### src/sv/cascaded_von_neumann_byte_rng_assert.svh
// assertion macros for the cascaded von neumann byte generator
`ifndef CASCADED_VON_NEUMANN_BYTE_RNG_ASSERT_SVH
`define CASCADED_VON_NEUMANN_BYTE_RNG_ASSERT_SVH

// same-cycle implication
`define CVNBR_ASSERT_NOW(label, clk, rst_n, ante, cons, msg) \
  label: assert property (@(posedge clk) disable iff (!rst_n) (ante) |-> (cons)) \
    else $error(msg);

// next-cycle implication
`define CVNBR_ASSERT_NEXT(label, clk, rst_n, ante, cons, msg) \
  label: assert property (@(posedge clk) disable iff (!rst_n) (ante) |=> (cons)) \
    else $error(msg);

`endif

### src/sv/cvnbr_pkg.sv
// package for the cascaded von neumann byte generator: widths, reset values, phase codes
package cvnbr_pkg;

  localparam int OUT_WIDTH_DEF = 8;
  localparam int BYTE_W        = 8;
  localparam int BPR_W         = 5;

  localparam logic [BPR_W-1:0] BPR_RESET = 5'd8;
  localparam logic [BPR_W-1:0] BPR_MIN   = 5'd1;

  typedef enum logic [3:0] {
    PH_WAIT_ZERO   = 4'b0001,
    PH_WAIT_ONE    = 4'b0010,
    PH_PAIR_FIRST  = 4'b0100,
    PH_PAIR_SECOND = 4'b1000
  } phase_t;

endpackage

### src/sv/cascaded_von_neumann_byte_rng.sv
// top level of the cascaded von neumann byte generator
// Takes one raw noise bit per request and runs it through two von Neumann
// debiasing stages; stage two first syncs on a 0 then a 1 from stage one, then
// keeps the second bit of the first differing pair. Conditioned bits are
// shifted in from the LSB and a byte is sent once cfg_bits_per_result bits have
// gathered (0 acts as 1, counts above 8 keep only the newest bits). One raw bit
// is accepted every cycle while no result is stalled; each request passes an input
// register and then the result register, so a byte is presented once the request
// that completes it has passed from the input register into the result register.
// A stalled result holds the input register, and new requests wait until it drains.
module cascaded_von_neumann_byte_rng #(
  parameter int OUT_WIDTH = cvnbr_pkg::OUT_WIDTH_DEF
) (
  input  logic                          clk,
  input  logic                          rst_n,
  input  logic                          in_valid,
  output logic                          in_ready,
  input  logic                          in_raw_bit,
  output logic                          out_valid,
  input  logic                          out_ready,
  output logic [cvnbr_pkg::BYTE_W-1:0]  out_random_byte,
  input  logic                          cfg_valid,
  output logic                          cfg_ready,
  input  logic [cvnbr_pkg::BPR_W-1:0]   cfg_bits_per_result
);
  import cvnbr_pkg::*;

  `include "cascaded_von_neumann_byte_rng_assert.svh"

  // only the newest SHW bits (at most a byte's worth) ever reach the output
  localparam int SHW = (OUT_WIDTH < BYTE_W) ? OUT_WIDTH : BYTE_W;

  logic [BPR_W-1:0] bpr_val_r;
  logic             in_valid_r, in_valid_nxt;
  logic             raw_r;
  logic             half_r, half_nxt;
  logic             first_r, first_nxt;
  phase_t           phase_r, phase_nxt;
  logic             s2_first_r, s2_first_nxt;
  logic [SHW-1:0]   shf_r, shf_nxt, shf_shift;
  logic [BPR_W-1:0] cnt_r, cnt_nxt, cnt_inc, need;
  logic             out_valid_r, out_valid_nxt;
  logic [SHW-1:0]   out_data_r, out_data_nxt;
  logic             adv, s1_vld, cb_vld, emit;

  assign adv       = in_valid_r && (!out_valid_r || out_ready);
  assign in_ready  = !in_valid_r || adv;
  assign cfg_ready = 1'b1;
  assign out_valid = out_valid_r;
  assign need      = (bpr_val_r == '0) ? BPR_MIN : bpr_val_r;
  assign shf_shift = (shf_r << 1) | SHW'(raw_r);
  assign cnt_inc   = cnt_r + BPR_MIN;

  always_comb begin
    out_random_byte = '0;
    out_random_byte[SHW-1:0] = out_data_r;
  end

  always_comb begin
    in_valid_nxt  = in_valid_r;
    half_nxt      = half_r;
    first_nxt     = first_r;
    phase_nxt     = phase_r;
    s2_first_nxt  = s2_first_r;
    shf_nxt       = shf_r;
    cnt_nxt       = cnt_r;
    out_data_nxt  = out_data_r;
    s1_vld        = 1'b0;
    cb_vld        = 1'b0;
    emit          = 1'b0;
    if (adv) begin
      in_valid_nxt = 1'b0;
    end
    if (in_valid && in_ready) begin
      in_valid_nxt = 1'b1;
    end
    if (adv) begin
      // stage one
      if (!half_r) begin
        first_nxt = raw_r;
        half_nxt  = 1'b1;
      end else begin
        half_nxt = 1'b0;
        s1_vld   = (first_r != raw_r);
      end
      // stage two, fed with the second raw bit
      if (s1_vld) begin
        unique case (phase_r)
          PH_WAIT_ZERO: begin
            if (!raw_r) phase_nxt = PH_WAIT_ONE;
          end
          PH_WAIT_ONE: begin
            if (raw_r) phase_nxt = PH_PAIR_FIRST;
          end
          PH_PAIR_FIRST: begin
            s2_first_nxt = raw_r;
            phase_nxt    = PH_PAIR_SECOND;
          end
          PH_PAIR_SECOND: begin
            if (s2_first_r != raw_r) begin
              cb_vld    = 1'b1;
              phase_nxt = PH_WAIT_ZERO;
            end else begin
              phase_nxt = PH_PAIR_FIRST;
            end
          end
          default: phase_nxt = PH_WAIT_ZERO;
        endcase
      end
      // assembly
      if (cb_vld) begin
        if (cnt_inc >= need) begin
          emit         = 1'b1;
          out_data_nxt = shf_shift;
          shf_nxt      = '0;
          cnt_nxt      = '0;
        end else begin
          shf_nxt = shf_shift;
          cnt_nxt = cnt_inc;
        end
      end
    end
  end

  always_comb begin
    out_valid_nxt = out_valid_r;
    if (out_ready) out_valid_nxt = 1'b0;
    if (emit) out_valid_nxt = 1'b1;
  end

  always_ff @(posedge clk) begin
    if (!rst_n) begin
      bpr_val_r   <= BPR_RESET;
      in_valid_r  <= 1'b0;
      half_r      <= 1'b0;
      first_r     <= 1'b0;
      phase_r     <= PH_WAIT_ZERO;
      s2_first_r  <= 1'b0;
      shf_r       <= '0;
      cnt_r       <= '0;
      out_valid_r <= 1'b0;
    end else begin
      if (cfg_valid && cfg_ready) bpr_val_r <= cfg_bits_per_result;
      in_valid_r  <= in_valid_nxt;
      half_r      <= half_nxt;
      first_r     <= first_nxt;
      phase_r     <= phase_nxt;
      s2_first_r  <= s2_first_nxt;
      shf_r       <= shf_nxt;
      cnt_r       <= cnt_nxt;
      out_valid_r <= out_valid_nxt;
    end
  end

  always_ff @(posedge clk) begin
    if (in_valid && in_ready) raw_r <= in_raw_bit;
    out_data_r <= out_data_nxt;
  end

  // assertions
  `CVNBR_ASSERT_NOW(a_emit_phase, clk, rst_n, emit,
    (phase_r == PH_PAIR_SECOND) && half_r,
    "byte completed outside the second bit of a stage-two pair")
  `CVNBR_ASSERT_NEXT(a_emit_clears, clk, rst_n, emit,
    (cnt_r == '0) && (shf_r == '0) && out_valid_r,
    "byte sent without clearing the count")
  `CVNBR_ASSERT_NEXT(a_hold_input, clk, rst_n, in_valid_r && !adv,
    in_valid_r && $stable(raw_r),
    "stalled request lost from the input register")
  `CVNBR_ASSERT_NEXT(a_hold_output, clk, rst_n, out_valid_r && !out_ready,
    out_valid_r && $stable(out_data_r),
    "waiting byte changed before it was taken")

endmodule

### config.mk
export PLATFORM = sky130hd
export DESIGN_NAME = cascaded_von_neumann_byte_rng
export DESIGN_NICKNAME = d
export VERILOG_FILES = /design/src/sv/cvnbr_pkg.sv /design/src/sv/cascaded_von_neumann_byte_rng.sv
export VERILOG_INCLUDE_DIRS = /design/src /design/src/sv
export SDC_FILE = /design/constraint.sdc
export NUM_CORES = 1
export LEC_CHECK = 0
export BUFFER_PORTS_ARGS = -buffer_cell sky130_fd_sc_hd__buf_2
export CAP_MARGIN = 20
export CORE_UTILIZATION = 55
export DETAILED_ROUTE_END_ITERATION = 8
export PLACE_DENSITY = 0.77
export SYNTH_ARGS = -nofsm -noshare
export SYNTH_HDL_FRONTEND = slang
export SYNTH_SLANG_ARGS = --single-unit
### constraint.sdc
create_clock -name clk -period 4.8 [get_ports clk]
set_clock_uncertainty 0.05 [all_clocks]
set_input_delay 0.72 -clock clk [delete_from_list [all_inputs] [get_ports clk]]
set_output_delay 0.72 -clock clk [all_outputs]
set_load 0.03 [all_outputs]
Word-level counts from Yosys, hierarchy flattened
Cells that the tools add are included.
{"block": "word_totals", "reg_bits": 35, "inputBits": 11, "out_inout_bits": 11, "word_cells": 58}
{"block": "classes", "n_addsub": 1, "magnitude_cmp": 1, "n_eq_ne": 8, "n_mux": 21, "bitwise": 2, "n_reduce_logical": 14}
{"operator": "$pmux W4 S4", "n": 1}
{"operator": "$mux W1", "n": 14}
{"operator": "$mux W5", "n": 2}
{"operator": "$mux W4", "n": 2}
{"operator": "$or A8 B1 Y8", "n": 1}
{"operator": "$mux W7", "n": 1}
{"operator": "$reduce_and A3 Y1", "n": 2}
{"operator": "$add A5 B1 Y5 const B", "n": 1}
{"operator": "$ge A5 B5 Y1", "n": 1}
{"operator": "$logic_not A5 Y1", "n": 1}
{"operator": "$eq A4 B1 Y1 const B", "n": 1}
{"operator": "$eq A4 B2 Y1 const B", "n": 1}
{"operator": "$eq A4 B3 Y1 const B", "n": 1}
{"operator": "$eq A4 B4 Y1 const B", "n": 1}
{"operator": "$ne A2 B2 Y1 const B", "n": 2}
{"operator": "$reduce_and A2 Y1", "n": 2}
{"operator": "$reduce_and A4 Y1", "n": 1}
{"operator": "$reduce_bool A2 Y1", "n": 2}
{"operator": "$mux W3", "n": 1}
{"operator": "$logic_and A1 B1 Y1", "n": 2}
{"operator": "$logic_not A1 Y1", "n": 2}
{"operator": "$logic_or A1 B1 Y1", "n": 2}
{"operator": "$ne A1 B1 Y1", "n": 2}
{"operator": "$not A1 Y1", "n": 1}

Longest topological paths before layout
{"block": "depth", "depth_word": 9, "depth_mapped": 9, "mapped_depth_nobuf": 8}

Worst setup path before layout
No wires, ideal clock.
{"block": "synth_path", "path_kind": "reg-to-reg", "startpoint": "reg cnt_r[0]", "endpoint": "reg out_data_r[0], in the netlist out_random_byte[0] (enable)", "setup_ps": 374, "t_arrival_ps": 1739, "required_ps": 4376, "path_slack_ps": 2637, "path_stages_with_launch": 8, "n_path_buf": 0, "period_less_slack_ps": 2163, "cell_sequence": "dfxtp_1 > ha_1 > xor2_1 > ha_1 > nand2_1 > o21ai_0 > a31oi_1 > nor2_1"}
{"block": "synth_between", "elab_chain_len": 3}
{"element": "from (decl)", "line": "cascaded_von_neumann_byte_rng.sv:41", "source": "logic [BPR_W-1:0] cnt_r, cnt_nxt, cnt_inc, need;"}
{"element": "from (signal assigned)", "line": "cascaded_von_neumann_byte_rng.sv:150", "source": "cnt_r <= cnt_nxt;"}
{"element": "$add A5 B1 Y5", "line": "cascaded_von_neumann_byte_rng.sv:52", "source": "assign cnt_inc = cnt_r + BPR_MIN;"}
{"element": "$ge A5 B5 Y1", "line": "cascaded_von_neumann_byte_rng.sv:112", "source": "if (cnt_inc >= need) begin"}
{"element": "$reduce_and A3 Y1 (no line)"}
{"element": "to (signal assigned)", "line": "cascaded_von_neumann_byte_rng.sv:157", "source": "out_data_r <= out_data_nxt;"}
{"element": "to (decl)", "line": "cascaded_von_neumann_byte_rng.sv:43", "source": "logic [SHW-1:0] out_data_r, out_data_nxt;"}
Every way passes these cells.
A chain may end at the register's enable or synchronous reset.

Final worst setup path
{"block": "layout_path", "startpoint": "reg raw_r", "endpoint": "reg out_data_r[4], in the netlist out_random_byte[4] (enable)"}
{"block": "layout_between", "elab_chain_len": 6, "word_cells_on_any_way": 9, "classes_between": "eq/ne: 2; mux: 6; reduce/logical: 1"}
{"element": "from (decl)", "line": "cascaded_von_neumann_byte_rng.sv:35", "source": "logic raw_r;"}
{"element": "from (signal assigned)", "line": "cascaded_von_neumann_byte_rng.sv:156", "source": "if (in_valid && in_ready) raw_r <= in_raw_bit;"}
{"element": "$ne A1 B1 Y1, on equally long branches", "line": "cascaded_von_neumann_byte_rng.sv:100, cascaded_von_neumann_byte_rng.sv:84"}
{"element": "$mux W1, on equally long branches", "line": "cascaded_von_neumann_byte_rng.sv:100, cascaded_von_neumann_byte_rng.sv:79"}
{"element": "$mux W1, on equally long branches", "line": "cascaded_von_neumann_byte_rng.sv:88, cascaded_von_neumann_byte_rng.sv:77"}
{"element": "$mux W1 (*)", "line": "cascaded_von_neumann_byte_rng.sv:87", "source": "if (s1_vld) begin"}
{"element": "$mux W1 (*)", "line": "cascaded_von_neumann_byte_rng.sv:77", "source": "if (adv) begin"}
{"element": "$reduce_and A3 Y1 (no line) (*)"}
Every way passes the cells marked *; elsewhere a longest branch is shown, timed or not. The select of a mux whose other input is x is not followed.

==> metrics.md <==
| Metric | Value |
|---|---|
| CTS Root Buffer Type | clkbuf_4 |
| Vias in the first global route | 1100 |
| Crit path max-delay family | simple AND/OR/NAND/NOR gates |
| Drt pass-1 iters | 4 |
| Area Growth Syn to Fin | 11.32% |
| Slew Viols, Final | 0 |
| Ports | 22 |
| Post-DR wirelength/cell | 12.49 um |
| # fillers | 218 |
| # setup viols final | 0 |
| Gr ovfl total | 0 |
| Core Footprint | 0.002734 sq mm |
| Final wirelength | 2.622 mm |
| First-pass GRT wire length | 4.540 mm |
| Clock slew at reported path FFs | 0.10 ns |
| Slowest stage delay, CP | 0.68 ns |
| Status | finished, final reports clean |
| Critical path class | flip-flop to flip-flop |
| Worst slew pin tran | 0.6822 ns |
| Via/cell ratio | 5.471 |
| Antenna violations before repair | 0 |
| Maximum number of pins on one net before global-route repair | 24 |
| Post-synth EDFFs | 9 |
| Final Hold Viols | 0 |
| Residual DRC | 0 |
| Die H | 55.60 um |
| Ys async rst share | 0% |
| Total Power | 0.0005625 W |
| Design Area, Final | 0.001759 sq mm |
| Via count | 1149 |
| CTS tree | built |
| Nets | 195 |
| DP Area | 0.001665 sq mm |
| CP endpoint kind | flip-flop |
| Max-cap viol count | 0 |
| Peak VDD IR | 0.2369 mV |
| Syn. warnings | 0 |
| Fin crit period | 2.590 ns |
| Slowest-stage cell, CP | nor2_1 |
| Antenna viol nets, final | 0 |
| Share of layout cells above drive strength 1 | 18.99% |
| # rows | 19 |
| DP HPWL | 1.865 mm |
| TritonCTS Buffers | 5 |
| Mapped Cells | 159 |
| WP buf/inv | 0 |
| F_max | 386.0 MHz |
| Skew-Pair Late Insertion Delay | 0.34 ns |
| Unrepaired setup endpoints after global routing | no |
| DRT iter0 DRCs | 31 |
| Syn avg cell area | 9.939 sq um |
| Hold Crit Class | flip-flop to flip-flop |
| Pre-CTS WS | 1.769 ns |
| CP Cell Sequence | xnor2_2, nor3_4, nand3_1, nor2_1 |
| Total instance count after detailed placement | 201 |
| H-tree levels | 2 |
| Setup Total Neg Slack | 0 ns |
| Die width | 55.60 um |
| Total GRT Usage | 18.77% |
| Die ar. | 0.003091 sq mm |
| #FFs+latches synth | 35 |
| CP max FO | 13 |
| GP Congestion | 0.7567 |
| Setup crit start kind | flip-flop |
| Fin crit share | 53.97% |
| CP required | 4.72 ns |
| Mapped Area | 0.001580 sq mm |
| Clk sinks | 35 |
| Syn Nets | 176 |
| Main synth FF type | dfxtp_1 |
| Pwr/cell area | 319.8 mW/mm^2 |
| Post-CTS sizing | 0 |
| Total setup buffers inserted after CTS | 0 |
| Distinct cell type count of the synthesized netlist | 38 |
| Maximum clock insertion buffer count | 2 |
| Cell Count, Final, Fillers Out | 210 |
| WP data arrival | 2.51 ns |
| Buffers on Ports | 20 |
| Diode count | 0 |
| Rel. slew slack | 54.47% |
| Worst setup margin | 2.210 ns |
| Initial core utilization | 57.80% |
| Post-synthesis sequential area ratio | 50.04% |
| Hold_buf cts | 0 |
| Leakage Power | 0.7219 nW |
## synth_stat cells (2+ instances only)
cell type  number  area, sq um
ha_1            6        75.07
inv_1           5        18.77
nand2_1        19        71.32
xnor2_1         3        26.28
mux2i_1         7        70.07
a21oi_1        16        80.08
nand2b_1        3        18.77
nor2b_1         2        12.51
a31oi_1         2        12.51
edfxtp_1        9        270.3
dfxtp_1        26        520.5
clkbuf_1        5        18.77
buf_6           2        22.52
xor2_1          4        35.03
nand3b_1        3        22.52
o211ai_1        2        15.01
nor2_1         12        45.04
nand3_1        13        65.06
## layout make-up
cell class	instances	area, sq um	share of cell area (%)
sequential	35	790.8	44.95
multi-input combinational	110	716.9	40.75
clock inverter	2	35.03	1.991
inverter	5	18.77	1.067
clock buffer	6	51.30	2.916
tap	31	38.79	2.205
timing repair buffer	21	107.6	6.117
## logic make-up after synthesis
group / after synthesis / synth area share, %
and+or+nand+nor: 61 / 20.43
other: 1 / 0.2373
DFF: 35 / 50.04
buffers and inverters: 14 / 4.592
xor gates and xnor gates: 8 / 4.909
muxes: 7 / 4.434
adders and majority gates: 6 / 4.750
AOI/OAI and AO/OA: 27 / 10.61
## flip-flops by register name (all words and copies together) (netlist names)
register,count
shf_r,7
in_valid_r,1
out_valid,1
first_r,1
half_r,1
s2_first_r,1
raw_r,1
phase_r,4
out_random_byte,8
cnt_r,5
bpr_val_r,5
## worst register-to-register path, cell delays in order (launching register included)
cell,delay (ns)
edfxtp_1,0.58
xnor2_2,0.23
nor3_4,0.28
nand3_1,0.41
nor2_1,0.68
## routing by layer
metal	part of all wire, %	wire [um]	vias to the layer above	global-route usage [%]
met3	4.8	126	6	7.674
met5	0	0	-	0
met4	1.1	29	0	5.357
met2	48	1263	24	32.19
li1	-	-	593	-
met1	46	1202	526	21.49
## path summary, 6_finish.rpt
check                   startpoint                           end  slack, ns  depth (start not counted)
max                raw_r$_DFFE_PP_  out_random_byte[4]$_DFFE_PP_       2.21                          4
min          shf_r[6]$_SDFFE_PN0P_  out_random_byte[7]$_DFFE_PP_       0.39                          0
max reg2reg        raw_r$_DFFE_PP_  out_random_byte[4]$_DFFE_PP_       2.21                          4
min reg2reg  shf_r[6]$_SDFFE_PN0P_  out_random_byte[7]$_DFFE_PP_       0.39                          0
## through the flow
stage / hold slack [ns] / util, %
5_1_grt: 0.4173 / 64.35
6_report: 0.3924 / 64.35
3_5_place_dp: 0.3759 / 60.92
3_3_place_gp: 0.3666 / 60.92
4_1_cts: 0.3933 / 64.07
2_1_floorplan: 0.3581 / -
## power breakdown
| part | switching [W] | internal (W) |
|---|---|---|
| logic | 0.0000189 | 0.0000141 |
| registers | 0.00000606 | 0.000306 |
| clock network | 0.0000940 | 0.000123 |
## layout by cell type, fill, tap and decap left out, types with 2 or more instances in the layout
master	Yosys	routed
a31oi_1	2	2
edfxtp_1	9	9
a21oi_1	16	16
nor2_1	12	12
o211ai_1	2	2
nand2b_1	3	3
dfxtp_1	26	26
xnor2_1	3	3
nand3_1	13	13
buf_2	1	20
nand2_1	19	19
inv_1	5	5
nor2b_1	2	2
ha_1	6	6
nand3b_1	3	3
xor2_1	4	4
mux2i_1	7	7
clkbuf_4	0	5
(Power assumes the default switching activity.)
